**config.mk**
```make
export PLATFORM = sky130hd
export DESIGN_NAME = preemptive_priority_scheduler_unit
export DESIGN_NICKNAME = d
export VERILOG_FILES = /design/src/hw/rtl/pps_pkg.sv /design/src/hw/rtl/pps_select.sv /design/src/hw/rtl/preemptive_priority_scheduler_unit.sv
export SDC_FILE = /design/constraint.sdc
export NUM_CORES = 1
export LEC_CHECK = 0
export BUFFER_PORTS_ARGS = -buffer_cell sky130_fd_sc_hd__buf_4
export CAP_MARGIN = 20
export CORE_MARGIN = 1.5
export CORE_UTILIZATION = 50
export CTS_CLUSTER_DIAMETER = 200
export DETAILED_ROUTE_END_ITERATION = 6
export GPL_TIMING_DRIVEN = 0
export PLACE_DENSITY = 0.67
export SKIP_CTS_REPAIR_TIMING = 1
export SYNTH_ARGS = -nofsm -noshare
export SYNTH_HDL_FRONTEND = slang
export SYNTH_SLANG_ARGS = --single-unit
```
**constraint.sdc**
```tcl
create_clock -name clk_i -period 7.9 [get_ports clk_i]
set_input_delay 1.58 -clock clk_i [delete_from_list [all_inputs] [get_ports clk_i]]
set_output_delay 1.58 -clock clk_i [all_outputs]
set_load 0.01 [all_outputs]
```
**src/hw/rtl/pps_pkg.sv**
```systemverilog
// Package of the preemptive priority scheduler: sizes, slot entry layout,
// result status codes, controller states and the select control bundle.
// No dependencies.
package pps_pkg;

  localparam int NumSlots = 8;
  localparam int TimeBits = 16;
  localparam int PrioBits = 8;
  localparam int IdxW     = (NumSlots > 1) ? $clog2(NumSlots) : 1;

  // One task slot as it is kept in the slot memory.
  typedef struct packed {
    logic [TimeBits-1:0] arrival;
    logic [TimeBits-1:0] burst;
    logic [PrioBits-1:0] prio;
    logic [TimeBits-1:0] remaining;
  } entry_t;

  typedef enum logic [1:0] {
    StAdmitted = 2'd0,
    StRejected = 2'd1,
    StRan      = 2'd2,
    StIdleTick = 2'd3
  } status_e;

  typedef enum logic {
    KindAdmit = 1'b0,
    KindTick  = 1'b1
  } kind_e;

  typedef enum logic [2:0] {
    StateIdle,
    StateScan,
    StateLast,
    StateDecide,
    StateTat,
    StateWait,
    StateEmit
  } state_e;

  // Control from the sequencer to the select unit.
  typedef struct packed {
    logic            clear;
    logic            valid;
    logic [IdxW-1:0] slot;
    logic            busy;
  } sel_ctl_t;

endpackage

```
**src/hw/rtl/pps_select.sv**
```systemverilog
// Running minimum over the slot entries read one per cycle from the slot memory.
// Depends on pps_pkg.
module pps_select (
  input  logic                         clk_i,
  input  logic                         rst_ni,
  input  pps_pkg::sel_ctl_t            ctl_i,
  input  pps_pkg::entry_t              entry_i,
  input  logic [pps_pkg::TimeBits-1:0] time_i,
  output logic                         found_o,
  output logic [pps_pkg::IdxW-1:0]     best_slot_o,
  output pps_pkg::entry_t              best_entry_o
);

  logic                     found_q, found_d;
  logic [pps_pkg::IdxW-1:0] best_slot_q;
  pps_pkg::entry_t          best_entry_q;
  logic                     ready;
  logic                     better;
  logic                     take;

  // A task is ready when its slot is busy and it has already arrived.
  assign ready  = ctl_i.busy && (entry_i.arrival <= time_i);
  // Strictly better only, so the lower slot keeps a full tie.
  assign better = !found_q ||
                  (entry_i.prio < best_entry_q.prio) ||
                  ((entry_i.prio == best_entry_q.prio) &&
                   (entry_i.arrival < best_entry_q.arrival));
  assign take   = ctl_i.valid && ready && better;

  always_comb begin
    found_d = found_q;
    if (ctl_i.clear) begin
      found_d = 1'b0;
    end else if (take) begin
      found_d = 1'b1;
    end
  end

  always_ff @(posedge clk_i or negedge rst_ni) begin
    if (!rst_ni) begin
      found_q <= 1'b0;
    end else begin
      found_q <= found_d;
    end
  end

  always_ff @(posedge clk_i) begin
    if (take && !ctl_i.clear) begin
      best_slot_q  <= ctl_i.slot;
      best_entry_q <= entry_i;
    end
  end

  assign found_o      = found_q;
  assign best_slot_o  = best_slot_q;
  assign best_entry_o = best_entry_q;

endmodule

```
**src/hw/rtl/preemptive_priority_scheduler_unit.sv**
```systemverilog
// Top level of the preemptive priority scheduler: slot memory, busy flags,
// time counter, sequencer and result register. Depends on pps_pkg, pps_select.
//
// Usage: one input channel (in_valid_i / in_stall_o) carries item beats, one
// output channel (out_valid_o / out_stall_i) returns exactly one result beat
// per item. An admit beat writes a task into a free slot of the slot memory;
// a tick beat runs the ready task with the smallest priority value for one
// time unit and advances the time counter.
// Sequencing: an admit beat goes from acceptance to the emit step before the
// next beat can be accepted. A tick beat scans the slot memory one slot per
// cycle through its single read port and a shared comparator, then passes the
// last and decide steps; when the task finishes, turnaround and waiting time
// are then computed one subtraction per cycle in the Tat and Wait steps.
// The result is staged and moved into the output register; a new beat is
// accepted while a previous result still waits there.
// Reset: all slots are free (busy flags cleared) and time is zero; the slot
// memory itself is not cleared, a slot's contents are only used while busy.
// Stall: while the receiver stalls, the output register holds its beat; a
// finished item then waits in its last step and in_stall_o stays high.
module preemptive_priority_scheduler_unit (
  input  logic        clk_i,
  input  logic        rst_ni,
  input  logic        in_valid_i,
  output logic        in_stall_o,
  input  logic        kind_i,
  input  logic [2:0]  slot_i,
  input  logic [15:0] arrival_time_i,
  input  logic [15:0] burst_time_i,
  input  logic [7:0]  priority_value_i,
  output logic        out_valid_o,
  input  logic        out_stall_i,
  output logic [1:0]  status_o,
  output logic [2:0]  run_slot_o,
  output logic        finished_o,
  output logic [15:0] completion_time_o,
  output logic [15:0] turnaround_o,
  output logic [15:0] waiting_o,
  output logic [15:0] now_o
);

  localparam int TW = pps_pkg::TimeBits;
  localparam int IW = pps_pkg::IdxW;

  // Slot memory: one write port, one registered read port.
  pps_pkg::entry_t mem [pps_pkg::NumSlots];
  pps_pkg::entry_t rdata_q;
  logic            mem_we;
  logic [IW-1:0]   mem_waddr;
  pps_pkg::entry_t mem_wdata;

  pps_pkg::state_e             state_q, state_d;
  logic [IW-1:0]               cnt_q, cnt_d;
  logic                        cmp_vld_q, cmp_vld_d;
  logic [IW-1:0]               cmp_slot_q;
  logic [pps_pkg::NumSlots-1:0] busy_q, busy_d;
  logic [TW-1:0]               time_q, time_d;
  logic                        out_valid_q, out_valid_d;

  // Staged result, moved into the output register in the emit step.
  logic [1:0]    res_status_q, res_status_d;
  logic [IW-1:0] res_slot_q, res_slot_d;
  logic          res_fin_q, res_fin_d;
  logic [TW-1:0] res_ct_q, res_ct_d;
  logic [TW-1:0] res_tat_q, res_tat_d;
  logic [TW-1:0] res_wt_q, res_wt_d;
  logic          res_load;

  logic [1:0]  out_status_q;
  logic [2:0]  out_slot_q;
  logic        out_fin_q;
  logic [15:0] out_ct_q, out_tat_q, out_wt_q, out_now_q;
  logic        out_load;

  pps_pkg::sel_ctl_t sel_ctl;
  logic              found;
  logic [IW-1:0]     best_slot;
  pps_pkg::entry_t   best_entry;

  logic            accept;
  logic [IW-1:0]   admit_idx;
  pps_pkg::entry_t admit_entry;
  logic            admit_bad;
  logic [TW-1:0]   new_rem;

  assign accept    = in_valid_i && !in_stall_o;
  assign admit_idx = IW'(slot_i);

  always_comb begin
    admit_entry.arrival   = TW'(arrival_time_i);
    admit_entry.burst     = TW'(burst_time_i);
    admit_entry.prio      = pps_pkg::PrioBits'(priority_value_i);
    admit_entry.remaining = TW'(burst_time_i);
  end

  // Reject a slot out of range, a zero burst or a slot that is still busy.
  always_comb begin
    admit_bad = 1'b0;
    if (int'(slot_i) >= pps_pkg::NumSlots) begin
      admit_bad = 1'b1;
    end else if (admit_entry.burst == '0) begin
      admit_bad = 1'b1;
    end else if (busy_q[admit_idx]) begin
      admit_bad = 1'b1;
    end
  end

  assign new_rem = best_entry.remaining - TW'(1);

  always_ff @(posedge clk_i) begin
    if (mem_we) begin
      mem[mem_waddr] <= mem_wdata;
    end
    rdata_q <= mem[cnt_q];
  end

  always_comb begin
    sel_ctl.clear = accept;
    sel_ctl.valid = cmp_vld_q;
    sel_ctl.slot  = cmp_slot_q;
    sel_ctl.busy  = busy_q[cmp_slot_q];
  end

  pps_select u_select (
    .clk_i        (clk_i),
    .rst_ni       (rst_ni),
    .ctl_i        (sel_ctl),
    .entry_i      (rdata_q),
    .time_i       (time_q),
    .found_o      (found),
    .best_slot_o  (best_slot),
    .best_entry_o (best_entry)
  );

  assign out_load = (state_q == pps_pkg::StateEmit) && (!out_valid_q || !out_stall_i);

  always_comb begin
    state_d      = state_q;
    cnt_d        = cnt_q;
    cmp_vld_d    = 1'b0;
    busy_d       = busy_q;
    time_d       = time_q;
    mem_we       = 1'b0;
    mem_waddr    = admit_idx;
    mem_wdata    = admit_entry;
    res_load     = 1'b0;
    res_status_d = res_status_q;
    res_slot_d   = res_slot_q;
    res_fin_d    = res_fin_q;
    res_ct_d     = res_ct_q;
    res_tat_d    = res_tat_q;
    res_wt_d     = res_wt_q;
    in_stall_o   = (state_q != pps_pkg::StateIdle);

    case (state_q)
      pps_pkg::StateIdle: begin
        if (accept) begin
          res_load   = 1'b1;
          res_slot_d = '0;
          res_fin_d  = 1'b0;
          res_ct_d   = '0;
          res_tat_d  = '0;
          res_wt_d   = '0;
          if (kind_i == pps_pkg::KindTick) begin
            cnt_d   = '0;
            state_d = pps_pkg::StateScan;
          end else begin
            state_d = pps_pkg::StateEmit;
            if (admit_bad) begin
              res_status_d = pps_pkg::StRejected;
            end else begin
              res_status_d      = pps_pkg::StAdmitted;
              mem_we            = 1'b1;
              busy_d[admit_idx] = 1'b1;
            end
          end
        end
      end
      pps_pkg::StateScan: begin
        // The read of slot cnt_q is under way; compare it next cycle.
        cmp_vld_d = 1'b1;
        if (cnt_q == IW'(pps_pkg::NumSlots - 1)) begin
          state_d = pps_pkg::StateLast;
        end else begin
          cnt_d = cnt_q + IW'(1);
        end
      end
      pps_pkg::StateLast: begin
        state_d = pps_pkg::StateDecide;
      end
      pps_pkg::StateDecide: begin
        res_load = 1'b1;
        if (time_q != '1) begin
          time_d = time_q + TW'(1);
        end
        if (!found) begin
          res_status_d = pps_pkg::StIdleTick;
          state_d      = pps_pkg::StateEmit;
        end else begin
          res_status_d        = pps_pkg::StRan;
          res_slot_d          = best_slot;
          mem_we              = 1'b1;
          mem_waddr           = best_slot;
          mem_wdata           = best_entry;
          mem_wdata.remaining = new_rem;
          if (new_rem == '0) begin
            busy_d[best_slot] = 1'b0;
            res_fin_d         = 1'b1;
            res_ct_d          = time_d;
            state_d           = pps_pkg::StateTat;
          end else begin
            state_d = pps_pkg::StateEmit;
          end
        end
      end
      pps_pkg::StateTat: begin
        res_load  = 1'b1;
        res_tat_d = (res_ct_q >= best_entry.arrival) ? res_ct_q - best_entry.arrival : '0;
        state_d   = pps_pkg::StateWait;
      end
      pps_pkg::StateWait: begin
        res_load = 1'b1;
        res_wt_d = (res_tat_q >= best_entry.burst) ? res_tat_q - best_entry.burst : '0;
        state_d  = pps_pkg::StateEmit;
      end
      pps_pkg::StateEmit: begin
        if (out_load) begin
          state_d = pps_pkg::StateIdle;
        end
      end
      default: begin
        state_d = pps_pkg::StateIdle;
      end
    endcase
  end

  always_comb begin
    out_valid_d = out_valid_q;
    if (out_load) begin
      out_valid_d = 1'b1;
    end else if (!out_stall_i) begin
      out_valid_d = 1'b0;
    end
  end

  always_ff @(posedge clk_i or negedge rst_ni) begin
    if (!rst_ni) begin
      state_q     <= pps_pkg::StateIdle;
      cnt_q       <= '0;
      cmp_vld_q   <= 1'b0;
      busy_q      <= '0;
      time_q      <= '0;
      out_valid_q <= 1'b0;
    end else begin
      state_q     <= state_d;
      cnt_q       <= cnt_d;
      cmp_vld_q   <= cmp_vld_d;
      busy_q      <= busy_d;
      time_q      <= time_d;
      out_valid_q <= out_valid_d;
    end
  end

  always_ff @(posedge clk_i) begin
    cmp_slot_q <= cnt_q;
    if (res_load) begin
      res_status_q <= res_status_d;
      res_slot_q   <= res_slot_d;
      res_fin_q    <= res_fin_d;
      res_ct_q     <= res_ct_d;
      res_tat_q    <= res_tat_d;
      res_wt_q     <= res_wt_d;
    end
    if (out_load) begin
      out_status_q <= res_status_q;
      out_slot_q   <= 3'(res_slot_q);
      out_fin_q    <= res_fin_q;
      out_ct_q     <= 16'(res_ct_q);
      out_tat_q    <= 16'(res_tat_q);
      out_wt_q     <= 16'(res_wt_q);
      out_now_q    <= 16'(time_q);
    end
  end

  assign out_valid_o       = out_valid_q;
  assign status_o          = out_status_q;
  assign run_slot_o        = out_slot_q;
  assign finished_o        = out_fin_q;
  assign completion_time_o = out_ct_q;
  assign turnaround_o      = out_tat_q;
  assign waiting_o         = out_wt_q;
  assign now_o             = out_now_q;

endmodule
```
After elaboration in Yosys (flattened, before gate mapping) --
Memory sizes are Yosys's and may differ from the RTL's. A register that Yosys moved wholly into a read port is not among the register bits. Cells that the tools add are included.
Cells by class: add/sub/neg operators 5, magnitude comparators 10, equality and inequality tests 19, multiplexer cells 66, bitwise logic cells 3, reduce and logical (&&, ||, !) cells 35
Operators with widths (number):
- $mux 56 | 2
- $mux 16 | 6
- $pmux 16 s2 | 3
- $mux 8 | 5
- $mux 3 | 11
- $ge 16x16->1 | 2
- $logic_not 16->1 | 2
- $sub 16x16->16 | 2
- $mux 1 | 23
- $pmux 3 s7 | 1
- $add 16x1->16 const B | 1
- $le 16x16->1 | 1
- $lt 16x16->1 | 1
- $ne 16x16->1 const B | 1
- $ne 2x2->1 const B | 8
- $pmux 8 s2 | 1
- $sub 16x1->16 const B | 1
- $eq 3x3->1 const B | 4
- $lt 3x4->1 const B | 3
- $pmux 3 s2 | 2
- $reduce_and 4->1 | 3
- $reduce_bool 2->1 | 5
- $logic_and 1x1->1 | 9
- $reduce_and 3->1 | 3
- other kinds (22) | 38
Storage, ports and cells: register bits 219, RAM bits 448, logic and storage cells 165, memories 1
Memory list:
- mem | depth 8, bits a word 56, rd ports 1, clocked after Yosys merged registers in 1, write ports 1, RTL line preemptive_priority_scheduler_unit.sv:45 | pps_pkg::entry_t mem [pps_pkg::NumSlots];

Longest topological paths before layout --
word-level depth 10, depth in mapped cells 11, gate-level depth less buffers 10

Cells and area by module --
Synthesis repeated with hierarchy kept, for this count alone.
Unflattened totals: cell total of the unflattened synthesis 1762, area total of the unflattened synthesis 29412.0 um^2
Modules (own cells, without submodules):
- preemptive_priority_scheduler_unit | times used 1, cells each 1560, area each 26595.5 um^2
- pps_select | times used 1, cells each 202, area each 2816.5 um^2

Worst setup path after synthesis --
No wires, ideal clock.
path type input to register, from in slot_i[1], to mem mem[7][0] (netlist bit), enable pin, setup time 0.547 ns, arrival 6.786 ns, slack 0.567 ns, stages 6, cell sequence clkbuf_1 > o21ai_0 > or3_1 > nor2_1 > nor2_1 > o21ai_0
On the way: longest elaborated chain between the ends 10, elaborated cells on any way between the ends 12, classes of those cells mux (12)
Ends and longest elaborated chain:
- start: declaration | RTL line preemptive_priority_scheduler_unit.sv:26 | input logic [2:0] slot_i,
- $bmux 1 s3 | RTL line preemptive_priority_scheduler_unit.sv:102 | end else if (busy_q[admit_idx]) begin
- $mux 1 (implied by the code) | RTL line preemptive_priority_scheduler_unit.sv:102
- $mux 1 | RTL line preemptive_priority_scheduler_unit.sv:102
- $mux 1 | RTL line preemptive_priority_scheduler_unit.sv:100 | end else if (admit_entry.burst == '0) begin
- $mux 1 | RTL line preemptive_priority_scheduler_unit.sv:168 | if (admit_bad) begin
- $mux 1 | RTL line preemptive_priority_scheduler_unit.sv:163 | if (kind_i == pps_pkg::KindTick) begin
- $mux 1 | RTL line preemptive_priority_scheduler_unit.sv:156 | if (accept) begin
- $pmux 1 s2 | RTL line preemptive_priority_scheduler_unit.sv:154 | case (state_q)
- $mux 1 | RTL line preemptive_priority_scheduler_unit.sv:110 | if (mem_we) begin
- $mux 1 (implied by the code) | RTL line preemptive_priority_scheduler_unit.sv:111 | mem[mem_waddr] <= mem_wdata;
- end: declaration | RTL line preemptive_priority_scheduler_unit.sv:45
Several ways; a longest one is shown, not always the timed one. The select of a mux whose other input is x is not followed.

Worst setup path in the final report --
from in slot_i[1], to mem mem[1][51] (netlist bit), enable pin
The elaborated chain is that of the path after synthesis.

==> out/qor.csv <==
stage,metric,value,unit
outcome,status,"complete, no violations",
synthesis,syn_area,0.02916,sq mm
setup_path,path_max_fanout,20,
final_layout,final_common_cell,edfxtp_1,
final_layout,final_cells,2778,
final_layout,final_core_util,0.5933,
placed_design,place_inst,2640,
power_and_ir_drop,ir_drop,0.0001706,V
timing,final_hold_viol_count,0,
final_layout,fillCellCount,4246,
power_and_ir_drop,p_switching,3.081,mW
placed_design,routabilityCongestion,0.8847,
final_layout,layout-drive-gt1-share,0.2270,
timing,fin_skew,0.03165,ns
placed_design,dpl_cell_area,0.03175,sq mm
final_layout,regArea,0.02096,sq mm
setup_path,arrival,4.77,ns
global_route,grt_usage,0.2296,
final_layout,final_cell_area,0.03423,sq mm
cts,insertion_delay,0.63,ns
final_layout,layout.nets,2078,
power_and_ir_drop,cellLeakagePower,11.76,nW
setup_path,cp-end-kind,flop,
timing,relSlewSlack,0.3248,
cts,h-tree-depth,3,
timing,holdWs,0.3977,ns
setup_path,cpPeakStageDelay,0.71,ns
synthesis,ys_types,62,
cts,cts_tree,yes,
drt,wl,67320,um
global_route,grt_pass1_wl,101100,um
global_route,antenna_found_initial,0,
timing,tightest_slew,1.013,ns
drt,first_iter_violations,1542,
power_and_ir_drop,p_clk_frac,0.316,
final_layout,areaGrowthSynthToFinish,17.38,%
cts,numCtsBuffers,73,
floorplan,fp.dieW,244.5,um
timing,tns,0,ns
drt,drc,0,
setup_path,cp-start-kind,input pin,
cts,clk_pin_slew,0.06,ns
synthesis,yosys_register_bits,723,
timing,drv_slew,0,
drt,firstDrtPassIters,5,
timing,period_minus_slack,4.482,ns
cts,clock_sinks,723,
timing,setup_ws,3.418,ns
setup_path,path_cells,buf_4 > clkbuf_1 > o21ai_0 > or3_1 > nor2_1 > nor2_1 > a21oi_4 > buf_12 > buf_12,
timing,max_freq,223.1,MHz
power_and_ir_drop,comb_power_share,0.230,
placed_design,portBuffers,119,
flow_run,drv_cap,0,
power_and_ir_drop,p_total,11.06,mW
setup_path,crit_type,input pin to flop,
power_and_ir_drop,pwr_density_cell,323.2,mW/mm^2
hold_path,hp-class,flop to flop,
drt,vias,16095,
final_layout,layout_common_cells,"631 x edfxtp_1, 119 x buf_4, 114 x mux4_2",
synthesis,synth_edf_count,631,
synthesis,synth_flop_cell,edfxtp_1,
floorplan,core,0.05770,sq mm
power_and_ir_drop,p_int,7.983,mW
power_and_ir_drop,seqPwrFrac,0.454,
setup_path,crit_required,8.19,ns
synthesis,synth_area_per_cell,16.87,sq um
drt,wl_per_cell,24.23,um
placed_design,pre_cts_ws,2.880,ns
timing,setup_viol,0,
drt,ant_nets,0,
timing,rsz0062_at_grt,false,
floorplan,start_util,0.5054,
floorplan,die_area,0.05978,sq mm
placed_design,place_hpwl,46050,um
synthesis,synth_seq_area_share,0.7186,
final_layout,multi_input_area,0.007805,sq mm
synthesis,yosys_warnings,0,
global_route,grt_start_max_net_pins,41,
floorplan,boundaryPins,120,
cts,cts-root-buf,clkbuf_16,
global_route,grt_pass1_vias,16348,
floorplan,rows,88,
timing,timing.final.crit_share,0.5674,
power_and_ir_drop,p_sw_frac,0.2785,
global_route,grt-ovfl-total,0,
setup_path,cp_slowest_cell,a21oi_4,
final_layout,n_antenna_cell,0,
synthesis,async_flop_share,0.04564,
drt,vias_per_cell,5.794,
cts,clock_path_buffers,3,
synthesis,synth_cells,1729,
floorplan,fp.dieH,244.5,um
synthesis,synthesis.nets,1855,
-- kinds of logic after synthesis --
logic type	Yosys count	synth area share
AOI/OAI and AO/OA	241	0.04878
xor gates and xnor gates	48	0.01442
adders and majority gates	78	0.03398
buffers and inverters	133	0.01742
DFF	723	0.7186
muxes	178	0.1125
and+or+nand+nor	328	0.05428
-- synth_stat cells, drive strengths merged, types with 13 or more instances --
| cell | count | area (sq um) |
|---|---|---|
| o21ai | 98 | 490.5 |
| o21a | 13 | 97.59 |
| dfrtp | 33 | 825.8 |
| clkbuf | 43 | 161.4 |
| nand2 | 107 | 401.6 |
| ha | 76 | 950.9 |
| nand4 | 18 | 112.6 |
| nor2b | 14 | 87.58 |
| xnor2 | 33 | 289.0 |
| mux2 | 59 | 664.4 |
| edfxtp | 631 | 18950 |
| a31oi | 18 | 112.6 |
| inv | 76 | 285.3 |
| nand3 | 28 | 140.1 |
| nor3 | 18 | 95.09 |
| xor2 | 15 | 131.4 |
| dfxtp | 59 | 1181 |
| a21oi | 61 | 305.3 |
| buf | 13 | 57.55 |
| nor4 | 13 | 81.33 |
| mux4 | 114 | 2567 |
| nor2 | 85 | 336.6 |
-- registers in the layout (all words and copies together) (netlist names), 8 cells and up --
| signal | cells |
|---|---|
| completion_time_o | 16 |
| u_select.best_entry_o | 56 |
| time_q | 16 |
| res_tat_q | 16 |
| waiting_o | 16 |
| mem | 448 |
| now_o | 16 |
| turnaround_o | 16 |
| busy_q | 8 |
| res_wt_q | 16 |
| rdata_q | 56 |
| res_ct_q | 16 |
-- layer usage --
metal  vias to the layer above  track usage  share of wire
met5                         -            0              0
met4                         0      0.06536          0.022
met3                       110      0.03512          0.063
met2                       559       0.3812           0.49
met1                      8213       0.3172           0.43
li1                       7213            -              -
-- power groups by stage --
stage	clock network (mW)	registers (mW)	logic, mW
after floorplan	0	5.03	1.70
after global placement	0	5.12	2.40
after detailed placement	0	5.10	2.54
after CTS	3.55	5.03	2.56
after global routing	3.68	5.07	2.79
final	3.49	5.03	2.55
-- worst max-delay path, delay by kind of cell --
kind                   cells  cell delay [ns]
and+or+nand+nor            3             1.22
buffers and inverters      4             0.97
AOI/OAI and AO/OA          2             0.94
-- layout make-up --
class,instances,area share
Inverter,77,0.008444
Tap cell,765,0.02796
Clock buffer,108,0.06163
Sequential cell,723,0.6122
Multi-Input combinational cell,873,0.2280
Timing Repair Buffer,148,0.04547
Buffer,56,0.006397
Clock inverter,28,0.009869
-- worst paths after layout --
path	start	endpoint	slack (ns)	cells after the start
worst max-delay path	slot_i[1]	mem[1][51]	3.42	9
worst max register to register	state_q[1]	mem[1][51]	3.95	9
min in group asynchronous	rst_ni	time_q[9]	0.92	1
worst min-delay path	rdata_q[4]	u_select.best_entry_o[4]	0.40	0
max in group asynchronous	rst_ni	busy_q[7]	6.63	1
worst min register to register	rdata_q[4]	u_select.best_entry_o[4]	0.40	0
Power figures use the tool's default switching activity.
